[src/design/dbs_pkg.sv]
`default_nettype none
package dbs_pkg;

	// Field widths
	localparam int unsigned ACC_W   = 16;
	localparam int unsigned BAND_W  = 15;
	localparam int unsigned STEP_W  = 5;
	localparam int unsigned LIMIT_W = 8;
	localparam int unsigned ANGLE_W = 8;
	localparam int unsigned COUNT_W = 9;
	localparam int unsigned CMP_W   = ACC_W + 2;
	localparam int unsigned IDX_W   = 3;
	localparam int unsigned DATA_W  = 16;

	// Register indexes
	localparam logic [IDX_W-1:0] REG_TARGET_X = 3'd0;
	localparam logic [IDX_W-1:0] REG_TARGET_Y = 3'd1;
	localparam logic [IDX_W-1:0] REG_BAND_X   = 3'd2;
	localparam logic [IDX_W-1:0] REG_BAND_Y   = 3'd3;
	localparam logic [IDX_W-1:0] REG_STEP_X   = 3'd4;
	localparam logic [IDX_W-1:0] REG_STEP_Y   = 3'd5;
	localparam logic [IDX_W-1:0] REG_HOLDOFF  = 3'd6;

	// Register reset values
	localparam logic signed [ACC_W-1:0] TARGET_RST = 16'sd0;
	localparam logic [BAND_W-1:0]       BAND_RST   = 15'd300;
	localparam logic [STEP_W-1:0]       STEP_RST   = 5'd5;
	localparam logic [LIMIT_W-1:0]      LIMIT_RST  = 8'd10;

	// Angle stops
	localparam logic [ANGLE_W-1:0] ANGLE_START = 8'd90;
	localparam logic [ANGLE_W-1:0] ANGLE_UPPER = 8'd150;
	localparam logic [ANGLE_W-1:0] ANGLE_LOWER = 8'd20;

	typedef struct packed {
		logic signed [ACC_W-1:0] target;
		logic [BAND_W-1:0]       band;
		logic [STEP_W-1:0]       step;
		logic [LIMIT_W-1:0]      limit;
	} dbs_axis_cfg_t;

	typedef struct packed {
		logic [ANGLE_W-1:0] angle;
		logic               moved;
	} dbs_axis_res_t;

	typedef struct packed {
		logic [ANGLE_W-1:0] angle_x;
		logic [ANGLE_W-1:0] angle_y;
		logic               moved_x;
		logic               moved_y;
	} dbs_result_t;

endpackage
`default_nettype wire

[src/design/dbs_lane.sv]
`default_nettype none
module dbs_lane import dbs_pkg::*; (
	input  wire logic                    clk,
	input  wire logic                    arst_n,
	input  wire logic                    accept,
	input  wire logic signed [ACC_W-1:0] acc,
	input  wire dbs_axis_cfg_t           cfg,
	output dbs_axis_res_t                res
);

	logic [ANGLE_W-1:0] angle_q;
	logic               hold_q;
	logic [COUNT_W-1:0] count_q;

	logic [ANGLE_W-1:0] angle_d;
	logic               hold_d;
	logic [COUNT_W-1:0] count_d;
	logic               moved;

	logic signed [CMP_W-1:0] acc_e;
	logic signed [CMP_W-1:0] lo_bound;
	logic signed [CMP_W-1:0] hi_bound;
	logic                    below;
	logic                    above;
	logic [ANGLE_W:0]        raised;

	// Form the dead band bounds at full precision
	always_comb begin
		acc_e    = CMP_W'(acc);
		lo_bound = CMP_W'(cfg.target) - $signed({3'b000, cfg.band});
		hi_bound = CMP_W'(cfg.target) + $signed({3'b000, cfg.band});
		below    = acc_e < lo_bound;
		above    = acc_e > hi_bound;
		raised   = {1'b0, angle_q} + {4'b0000, cfg.step};
	end

	// Step the angle, or advance or clear the hold-off count
	always_comb begin
		angle_d = angle_q;
		hold_d  = hold_q;
		count_d = count_q;
		moved   = 1'b0;
		if (!hold_q) begin
			if (below) begin
				if (angle_q < ANGLE_UPPER) begin
					angle_d = raised[ANGLE_W-1:0];
				end
			end else if (above) begin
				if (angle_q > ANGLE_LOWER) begin
					if ({3'b000, cfg.step} > angle_q) begin
						angle_d = '0;
					end else begin
						angle_d = angle_q - {3'b000, cfg.step};
					end
				end
			end
			if (angle_d != angle_q) begin
				moved  = 1'b1;
				hold_d = 1'b1;
			end
		end else if (count_q > {1'b0, cfg.limit}) begin
			count_d = '0;
			hold_d  = 1'b0;
		end else begin
			count_d = count_q + COUNT_W'(1);
		end
	end

	// Commit the axis state on each accepted request
	always_ff @(posedge clk or negedge arst_n) begin
		if (!arst_n) begin
			angle_q <= ANGLE_START;
			hold_q  <= 1'b0;
			count_q <= '0;
		end else if (accept) begin
			angle_q <= angle_d;
			hold_q  <= hold_d;
			count_q <= count_d;
		end
	end

	assign res.angle = angle_d;
	assign res.moved = moved;

endmodule
`default_nettype wire

[src/design/dbs_merge.sv]
`default_nettype none
module dbs_merge import dbs_pkg::*; (
	input  wire logic          clk,
	input  wire logic          arst_n,
	input  wire logic          accept,
	input  wire dbs_axis_res_t lane_x,
	input  wire dbs_axis_res_t lane_y,
	input  wire logic          out_stall,
	output logic               out_valid,
	output logic               full,
	output dbs_result_t        result
);

	dbs_result_t merged;
	dbs_result_t out_q;
	dbs_result_t skid_q;
	logic        out_valid_q;
	logic        skid_full_q;
	logic        out_take;

	// Combine the lane results into one request
	always_comb begin
		merged.angle_x = lane_x.angle;
		merged.angle_y = lane_y.angle;
		merged.moved_x = lane_x.moved;
		merged.moved_y = lane_y.moved;
	end

	assign out_take = out_valid_q && !out_stall;

	// Hold valid flags of the output and skid registers
	always_ff @(posedge clk or negedge arst_n) begin
		if (!arst_n) begin
			out_valid_q <= 1'b0;
			skid_full_q <= 1'b0;
		end else if (skid_full_q) begin
			if (out_take) begin
				skid_full_q <= 1'b0;
			end
		end else if (accept) begin
			if (out_valid_q && !out_take) begin
				skid_full_q <= 1'b1;
			end else begin
				out_valid_q <= 1'b1;
			end
		end else if (out_take) begin
			out_valid_q <= 1'b0;
		end
	end

	// Move payload into the output register or park it in the skid
	always_ff @(posedge clk) begin
		if (skid_full_q) begin
			if (out_take) begin
				out_q <= skid_q;
			end
		end else if (accept) begin
			if (out_valid_q && !out_take) begin
				skid_q <= merged;
			end else begin
				out_q <= merged;
			end
		end
	end

	assign out_valid = out_valid_q;
	assign full      = skid_full_q;
	assign result    = out_q;

endmodule
`default_nettype wire

[src/design/two_axis_deadband_servo_stepper.sv]
// Channel | Direction | Handshake             | Payload
// in      | input     | in_valid / in_stall   | accel_x, accel_y
// out     | output    | out_valid / out_stall | angle_x, angle_y, moved_x, moved_y
// cfg     | input     | cfg_valid / cfg_ready | cfg_index, cfg_data
//
// One request per clock while in_stall is low; each accepted result is registered in the output register or skid.
// Both axis lanes update their angle and hold-off state in the accepting cycle.
// A two-entry output register and skid let a request in while a result waits;
// in_stall rises only when both entries hold results.
// arst_n resets angles to 90 and the hold-off, config and valid-flag registers.
// cfg_ready is always high; writes to an unknown index are dropped.
`default_nettype none
module two_axis_deadband_servo_stepper import dbs_pkg::*; (
	input  wire logic                     clk,
	input  wire logic                     arst_n,
	input  wire logic                     in_valid,
	output logic                          in_stall,
	input  wire logic signed [ACC_W-1:0]  accel_x,
	input  wire logic signed [ACC_W-1:0]  accel_y,
	output logic                          out_valid,
	input  wire logic                     out_stall,
	output logic [ANGLE_W-1:0]            angle_x,
	output logic [ANGLE_W-1:0]            angle_y,
	output logic                          moved_x,
	output logic                          moved_y,
	input  wire logic                     cfg_valid,
	output logic                          cfg_ready,
	input  wire logic [IDX_W-1:0]         cfg_index,
	input  wire logic [DATA_W-1:0]        cfg_data
);

	logic signed [ACC_W-1:0] target_x_q;
	logic signed [ACC_W-1:0] target_y_q;
	logic [BAND_W-1:0]       band_x_q;
	logic [BAND_W-1:0]       band_y_q;
	logic [STEP_W-1:0]       step_x_q;
	logic [STEP_W-1:0]       step_y_q;
	logic [LIMIT_W-1:0]      limit_q;

	dbs_axis_cfg_t cfg_x;
	dbs_axis_cfg_t cfg_y;
	dbs_axis_res_t res_x;
	dbs_axis_res_t res_y;
	dbs_result_t   result;
	logic          accept;
	logic          full;

	assign cfg_ready = 1'b1;
	assign in_stall  = full;
	assign accept    = in_valid && !full;

	// Write configuration registers
	always_ff @(posedge clk or negedge arst_n) begin
		if (!arst_n) begin
			target_x_q <= TARGET_RST;
			target_y_q <= TARGET_RST;
			band_x_q   <= BAND_RST;
			band_y_q   <= BAND_RST;
			step_x_q   <= STEP_RST;
			step_y_q   <= STEP_RST;
			limit_q    <= LIMIT_RST;
		end else if (cfg_valid) begin
			case (cfg_index)
				REG_TARGET_X: target_x_q <= $signed(cfg_data);
				REG_TARGET_Y: target_y_q <= $signed(cfg_data);
				REG_BAND_X:   band_x_q   <= cfg_data[BAND_W-1:0];
				REG_BAND_Y:   band_y_q   <= cfg_data[BAND_W-1:0];
				REG_STEP_X:   step_x_q   <= cfg_data[STEP_W-1:0];
				REG_STEP_Y:   step_y_q   <= cfg_data[STEP_W-1:0];
				REG_HOLDOFF:  limit_q    <= cfg_data[LIMIT_W-1:0];
				default: ;
			endcase
		end
	end

	// Bundle per-axis settings
	always_comb begin
		cfg_x.target = target_x_q;
		cfg_x.band   = band_x_q;
		cfg_x.step   = step_x_q;
		cfg_x.limit  = limit_q;
		cfg_y.target = target_y_q;
		cfg_y.band   = band_y_q;
		cfg_y.step   = step_y_q;
		cfg_y.limit  = limit_q;
	end

	dbs_lane u_lane_x (
		.clk    (clk),
		.arst_n (arst_n),
		.accept (accept),
		.acc    (accel_x),
		.cfg    (cfg_x),
		.res    (res_x)
	);

	dbs_lane u_lane_y (
		.clk    (clk),
		.arst_n (arst_n),
		.accept (accept),
		.acc    (accel_y),
		.cfg    (cfg_y),
		.res    (res_y)
	);

	dbs_merge u_merge (
		.clk       (clk),
		.arst_n    (arst_n),
		.accept    (accept),
		.lane_x    (res_x),
		.lane_y    (res_y),
		.out_stall (out_stall),
		.out_valid (out_valid),
		.full      (full),
		.result    (result)
	);

	assign angle_x = result.angle_x;
	assign angle_y = result.angle_y;
	assign moved_x = result.moved_x;
	assign moved_y = result.moved_y;

endmodule
`default_nettype wire

[config.mk]
export PLATFORM = sky130hd
export DESIGN_NAME = two_axis_deadband_servo_stepper
export DESIGN_NICKNAME = d
export VERILOG_FILES = /design/src/design/dbs_pkg.sv /design/src/design/dbs_lane.sv /design/src/design/dbs_merge.sv /design/src/design/two_axis_deadband_servo_stepper.sv
export SDC_FILE = /design/constraint.sdc
export NUM_CORES = 1
export LEC_CHECK = 0
export BUFFER_PORTS_ARGS = -buffer_cell sky130_fd_sc_hd__buf_2
export CORE_MARGIN = 2
export CORE_UTILIZATION = 40
export CTS_BUF_LIST = sky130_fd_sc_hd__clkbuf_8
export DETAILED_ROUTE_END_ITERATION = 7
export PLACE_DENSITY = 0.63
export SYNTH_ARGS = -nofsm -noshare
export SYNTH_HDL_FRONTEND = slang
export SYNTH_SLANG_ARGS = --single-unit
[constraint.sdc]
create_clock -name clk -period 5.62 [get_ports clk]
set_clock_uncertainty 0.2 [all_clocks]
set_input_delay 0 -clock clk [delete_from_list [all_inputs] [get_ports clk]]
set_output_delay 0 -clock clk [all_outputs]
set_load 0.01 [all_outputs]
==> results of run 1 <==
==> metal layers <==
metal / track usage, % / vias up / part of all wire (%)
met2: 32.47 / 175 / 47
met4: 4.928 / 0 / 1.2
li1: - / 5241 / -
met3: 2.323 / 23 / 3.6
met5: 0 / - / 0
met1: 26.12 / 5027 / 48
==> cell usage after synthesis (6+ instances only) <==
cell type,number
o21a_1,18
a21oi_1,80
edfxtp_1,36
xor2_1,19
nor4_1,9
xnor2_1,56
nor2_1,64
clkbuf_1,51
buf_2,7
o31a_1,7
nor2b_1,19
or2_2,8
o21ai_1,11
a21o_1,18
fa_1,8
inv_1,130
and2_1,6
a211oi_1,15
nor3_1,50
ha_1,164
o22ai_1,18
nand2_1,95
dfstp_2,22
a211o_1,8
dfrtp_1,96
o31ai_1,15
nor3b_1,8
a31oi_1,13
mux2_2,71
nand2b_1,21
o211ai_1,10
nand4_1,18
nand3_1,37
o21ai_0,73
o21bai_1,8
or3_1,16
and3_1,7
==> stage by stage <==
| stage | std cells | area (um^2) | hold slack [ps] | util, % | power [mW] |
|---|---|---|---|---|---|
| floorplan | 1405 | 12870 | -495.6 | - | 5.672 |
| global placement | 1833 | 13610 | -123.5 | 43.03 | 6.761 |
| detailed placement | 1833 | 13610 | -109.6 | 43.03 | 6.873 |
| CTS | 1904 | 14410 | 112.5 | 45.55 | 7.797 |
| global route | 1905 | 14440 | 159.2 | 45.65 | 8.544 |
| finish | 1905 | 14440 | 136.7 | 45.65 | 7.802 |
==> layout by cell type, fill, tap and decap left out, types with 7 or more instances in the layout <==
master / n
a211o_1: 8
a211oi_1: 15
a21o_1: 18
a21oi_1: 79
a31oi_1: 13
and3_1: 7
buf_2: 74
buf_4: 12
clkbuf_8: 17
dfrtp_1: 96
dfstp_2: 22
dlygate4sd3_1: 38
edfxtp_1: 36
fa_1: 8
ha_1: 164
inv_1: 131
mux2_2: 71
nand2_1: 95
nand2b_1: 21
nand3_1: 37
nand4_1: 18
nor2_1: 64
nor2b_1: 19
nor3_1: 49
nor4_1: 8
o211ai_1: 10
o21a_1: 18
o21ai_0: 73
o21ai_1: 11
o21bai_1: 8
o22ai_1: 18
o31a_1: 7
o31ai_1: 14
or2_2: 8
or3_1: 16
xnor2_1: 56
xor2_1: 19
==> cell type report <==
type / instances / share of cell area [%]
clock inverters: 15 / 1.092
inverters: 131 / 3.405
repair buffers: 125 / 6.013
clock buffers: 17 / 1.620
flip-flops and latches: 154 / 28.12
well taps: 402 / 3.483
multi-input cells: 1061 / 56.26
==> registers in the layout (all words and copies together) (netlist names) <==
name and flops:
step_y_q 5, u_lane_x.hold_q 1, target_y_q 16, limit_q 8
u_lane_x.angle_q 8, target_x_q 16, u_merge.full 1, u_lane_y.angle_q 8
step_x_q 5, u_merge.result 18, u_lane_y.count_q 9, u_lane_x.count_q 9
u_merge.out_valid 1, band_y_q 15, band_x_q 15, u_merge.skid_q 18
u_lane_y.hold_q 1
==> worst reg2reg max path, cell delays in order, from the launching register on <==
cell       delay, ps
dfrtp_1          390
ha_1             180
inv_1             60
fa_1             390
o21ba_2          220
o21ai_1          180
a21oi_1          120
o31ai_1          290
a211oi_1         140
o41ai_1          390
a21oi_1          150
o21ai_0          210
ha_1             280
nand3_1           90
nor2_1            50
a221oi_1         380
o31a_1           380
nand3_2          230
a2bb2oi_1        200
o22a_1           240
mux2_2           260
==> where the power goes <==
group	internal (mW)	total (mW)	leakage (nW)	switching (mW)
Clock	0.367	0.856	0.196	0.489
Sequential	1.60	2.01	1.74	0.404
Combinational	2.14	4.94	4.38	2.80
==> logic make-up (layout without fill, tap and decap cells) <==
logic type               Yosys count  count (layout)  synth area share [%]
AO/OA/AOI/OAI                    354             354                 18.55
XOR/XNOR                          77              77                 5.462
adder cells (fa/ha/maj)          172             172                 17.18
buffers and inverters            190             288                 5.636
flip-flops                       154             154                 31.55
multiplexers                      74              74                 6.443
other                              1               1               0.02913
AND/OR/NAND/NOR                  383             383                 15.15
==> what timing repair did <==
action                     in CTS  in global routing
resized for setup               0                  4
buffers inserted                0                  1
setup endpoints to repair       0                 21
hold buffers                   39                  0
hold endpoints to repair      147                  0
==> how the worst min path moves through the flow <==
stage                             end  slack (ps)   startpoint
global placement         band_x_q[14]        -120       arst_n
finish              u_merge.out_valid         140    out_stall
floorplan                 band_x_q[0]        -500       arst_n
global route            target_x_q[9]         160  cfg_data[9]
detailed placement     target_x_q[14]        -110       arst_n
CTS                 u_merge.out_valid         110    out_stall
==> flow_metrics.py, run 1 <==
metrics = {
    "cells_and_area": {
        "area.sequential_um2": 4061,
        "areaGrowthSynthToFinish_pct": 12.17,
        "drive_above_1_share_pct": 16.43,
        "final_nets": 1718,
        "multi_input_area_um2": 8125,
        "fill_cells": 3038,
        "num_antenna_cells": 0,
    },
    "worst_setup_path": {
        "cp_max_fo": 7,
        "cp-endpoint": "u_merge.result[4]",
        "worst_r2r_endpoint": "u_merge.result[4]",
        "cp.required_ps": 5660,
        "critical_path.top_delay_family": "compound AO/OA/AOI/OAI gates",
        "path_cells": "ha_1, inv_1, fa_1, o21ba_2, o21ai_1, a21oi_1, o31ai_1, a211oi_1, o41ai_1, a21oi_1, o21ai_0, ha_1, nand3_1, nor2_1, a221oi_1, o31a_1, nand3_2, a2bb2oi_1, o22a_1, mux2_2",
        "cp.depth": 20,
        "cp_num_buf_inv": 1,
        "crit_start": "band_y_q[0]",
        "slowest_stage": "dfrtp_1",
        "r2r_start": "band_y_q[0]",
        "endpoint_kind": "flop",
        "start_kind": "flop",
        "arrival_ps": 5310,
        "reg2reg_slack_ps": 340,
        "crit_type": "flop to flop",
        "slowest_delay_ps": 390,
        "r2r.worst_path.cells": 20,
    },
    "sta": {
        "worst-slew-pin-transition_ps": 1021,
        "final.setup.worst_slack_ps": 344.2,
        "max_slew_margin_pct": 31.91,
        "max_freq_mhz": 189.5,
        "hold_viol": 0,
        "period_share_pct": 93.87,
        "finalSetupViolCount": 0,
        "drv_slew": 0,
        "final.min_clock_period_ps": 5276,
        "finalSetupTns_ps": 0,
        "rsz0062_at_grt": "true",
    },
    "power": {
        "ir_drop_v": 0.0001671,
        "power_leakage_nw": 6.324,
        "pwr_density_cell_nw_per_um2": 540.3,
    },
    "logic_synthesis": {
        "synth_area_leaders": "dfrtp_1 (19%), ha_1 (16%), edfxtp_1 (8.4%)",
        "synth_top_area_share_pct": 18.66,
        "syn-num-nets": 1633,
        "synth_cell_type_count": 86,
        "synth-async-reset-ratio_pct": 76.62,
        "synth_edf_count": 36,
        "ys_seq_area_share_pct": 31.55,
        "synth_flop_cell": "dfrtp_1",
        "yosysWarnings": 0,
        "ys_ff_latch": 154,
        "synth.avg_cell_area_um2": 9.164,
        "synth_area_leader_cell": "dfrtp_1",
        "netlist_instances": 1405,
        "syn_area_um2": 12870,
    },
    "floorplan": {
        "die_x_um": 183.4,
        "start_util_pct": 40.70,
        "rows": 65,
        "die-area_um2": 33640,
        "ioPinCount": 77,
        "core-area_um2": 31640,
        "die_h_um": 183.4,
    },
    "global_route": {
        "grt_pass1_vias": 10420,
        "antenna_found_initial": 0,
        "grt_max_degree": 67,
        "grt_overflow_total": 0,
        "gr-usage-all-layers_pct": 19.23,
        "grt_pass1_wl_mm": 52.32,
    },
    "outcome": {
        "status": "finished clean",
    },
    "flow_run": {
        "drv_cap": 0,
    },
    "clocking": {
        "clkSinkCount": 154,
        "cts_tree": "done",
        "numCtsBuffers": 17,
        "h-tree-depth": 4,
        "cts-root-buf": "clkbuf_8",
        "clock_path_buffers": 2,
        "clk_pin_slew_ps": 100,
        "clkLatencyLatePin_ps": 470,
    },
    "detailed_routing": {
        "antenna_left": 0,
        "drt_iter0_drc": 645,
        "vias_per_cell": 5.494,
        "routed_wl_mm": 31.59,
        "dr.pass1.iters": 5,
        "drc_errors": 0,
        "wl_per_cell_um": 16.58,
        "vias": 10470,
    },
    "placement": {
        "post-place-ws_ps": 245.5,
        "gp_congestion": 0.8867,
        "place_hpwl_mm": 24.59,
        "port_buffers": 75,
    },
    "worst_hold_path": {
        "hold_depth": 4,
        "hp-class": "input port to flop",
    },
}
Power figures use the tool's default switching activity.
==> run 2: changes to the inputs <==
CELL_PAD_IN_SITES_DETAIL_PLACEMENT = 0   (was unset)
CELL_PAD_IN_SITES_GLOBAL_PLACEMENT = 2   (was unset)
PLACE_DENSITY = 0.89   (was 0.63)
SETUP_SLACK_MARGIN = 0.05   (was unset)
==> flow_metrics.py, run 2 (synthesized netlist as in run 1, its figures left out) <==
metrics = {
    "outcome": {
        "status": "finished clean",
    },
    "power": {
        "sw_frac_of_total_pct": 47.46,
        "comb_power_share_pct": 63.4,
        "ir_drop_v": 0.0001738,
        "share_seq_of_total_power_pct": 25.3,
        "internal_power_mw": 4.169,
        "finalPower_mw": 7.935,
        "switchingPower_mw": 3.766,
        "clockPowerShare_pct": 11.2,
        "power_leakage_nw": 6.354,
        "pwr_density_cell_nw_per_um2": 547.3,
    },
    "detailed_routing": {
        "routed_wl_mm": 32.72,
        "vias_per_cell": 5.477,
        "drc_errors": 0,
        "wl_per_cell_um": 17.15,
        "dr_wl_met2_mm": 14.95,
        "met3_length_um": 767,
        "antenna_left": 0,
        "vias": 10450,
        "dr.pass1.iters": 5,
        "wl_met1_mm": 16.61,
        "highest_layer": "met4",
        "drt_iter0_drc": 619,
    },
    "clocking": {
        "cts-root-buf": "clkbuf_8",
        "clkSinkCount": 154,
        "cts_tree": "done",
        "clock_path_buffers": 2,
        "clk_pin_slew_ps": 100,
        "clkLatencyLatePin_ps": 470,
        "h-tree-depth": 4,
        "numCtsBuffers": 17,
    },
    "floorplan": {
        "die-area_um2": 33640,
        "die_h_um": 183.4,
        "core-area_um2": 31640,
        "start_util_pct": 40.70,
        "rows": 65,
        "die_x_um": 183.4,
        "ioPinCount": 77,
    },
    "sta": {
        "max_freq_mhz": 189.6,
        "max_slew_margin_pct": 31.79,
        "rsz0062_at_grt": "true",
        "drv_slew": 0,
        "final.min_clock_period_ps": 5274,
        "finalSetupTns_ps": 0,
        "finalSetupViolCount": 0,
        "worst-slew-pin-transition_ps": 1023,
        "hold_viol": 0,
        "period_share_pct": 93.84,
    },
    "worst_setup_path": {
        "cp_max_fo": 4,
        "slowest_delay_ps": 410,
        "start_kind": "flop",
        "crit_top_cell": "a21oi_1",
        "arrival_ps": 5310,
        "crit_type": "flop to flop",
        "slowest_stage": "fa_1",
        "cp.required_ps": 5660,
        "endpoint_kind": "flop",
        "path_cells": "ha_1, inv_1, fa_1, o21ba_2, o21ai_1, a21oi_1, o31ai_2, a211oi_1, o41ai_2, a21oi_1, xnor2_1, ha_1, nand4_1, nor4_1, and3_1, a21oi_1, o31a_1, nand2_1, a311o_1, mux2_2",
    },
    "cells_and_area": {
        "drive_above_1_share_pct": 17.14,
        "area.sequential_um2": 4061,
        "multi_input_area_um2": 8158,
        "areaGrowthSynthToFinish_pct": 12.62,
        "final_nets": 1720,
        "layout_commonest_cell": "ha_1",
        "fill_cells": 3077,
        "layout_common_cells": "ha_1 (164), inv_1 (130), dfrtp_1 (96)",
    },
    "global_route": {
        "grt_pass1_wl_mm": 54.24,
        "gr-usage-all-layers_pct": 20.06,
        "grt_max_degree": 70,
        "grt_overflow_total": 0,
        "grt_pass1_vias": 10460,
        "antenna_found_initial": 0,
    },
    "flow_run": {
        "drv_cap": 0,
    },
    "placement": {
        "place_hpwl_mm": 25.02,
        "gp_congestion": 0.8618,
        "port_buffers": 75,
    },
    "worst_hold_path": {
        "hp-class": "input port to flop",
    },
}
run 2: cell types whose count changed in the layout (fill, tap and decap cells not counted), moves of 2 or more:
cell and change:
o31ai_2 +2, o31ai_1 -2, dlygate4sd3_1 -2, buf_4 +4, inv_6 -3, inv_8 +2
clkbuf_8 +2
run 2: power groups by stage:
stage	Combinational (mW)	Sequential, mW	Clock (mW)
5_1_grt	5.66	2.07	0.963
6_report	5.03	2.01	0.891
3_3_place_gp	4.82	2.02	0
4_1_cts	4.95	2.01	0.914
2_1_floorplan	3.84	1.84	0
3_5_place_dp	4.88	2.03	0
run 2: area by class of cell:
class,count,share of cell area (%)
Sequential cell,154,28.01
Tap cell,402,3.469
Multi-Input combinational cell,1061,56.26
Timing Repair Buffer,127,6.006
Antenna cell,1,0.01726
Inverter,131,3.391
Clock buffer,19,1.803
Clock inverter,13,1.044
run 2: stage by stage:
stage	hold slack, ps	utilization, %	instances	cell area [um^2]	worst slack [ps]
floorplan	-495.6	-	1405	12870	787.1
global placement	-129.2	43.03	1833	13610	216.5
detailed placement	-123.8	43.03	1833	13610	149.2
CTS	104.0	45.53	1902	14410	109.9
global route	150.5	45.83	1907	14500	7.772
finish	153.0	45.83	1908	14500	346.0
run 2: worst paths after layout:
| check | startpoint | slack (ps) | cells after the start | end |
|---|---|---|---|---|
| hold reg to reg | limit_q[5] | 320 | 1 | limit_q[5] |
| setup reg to reg | band_x_q[0] | 350 | 20 | u_merge.result[12] |
| setup / recovery | band_x_q[0] | 350 | 20 | u_merge.result[12] |
| hold / removal | cfg_data[10] | 150 | 3 | target_y_q[10] |
| min in group asynchronous | arst_n | 530 | 3 | u_lane_y.angle_q[1] |
| max in group asynchronous | arst_n | 3740 | 4 | band_x_q[14] |
run 2: per-layer routing:
layer / vias up / global-route usage, %
met5: - / 0
met4: 0 / 5.408
met3: 31 / 2.581
met2: 156 / 32.56
met1: 5021 / 28.12
li1: 5242 / -
run 2: timing repair:
action                                 in CTS  in global routing
buffers inserted                            0                  5
hold buffers                               37                  0
setup endpoints to repair                   0                 34
endpoints found under the hold margin     145                  0
resized for setup                           0                 11
run 2: worst max-delay path: cells and delay by family (launching register included):
kind            cells  cell delay [ps]
compound gates     10             2610
buf+inv             1               60
simple gates        4              490
mux                 1              270
fa+ha+maj           3              880
xor+xnor            1              150
flops               1              380
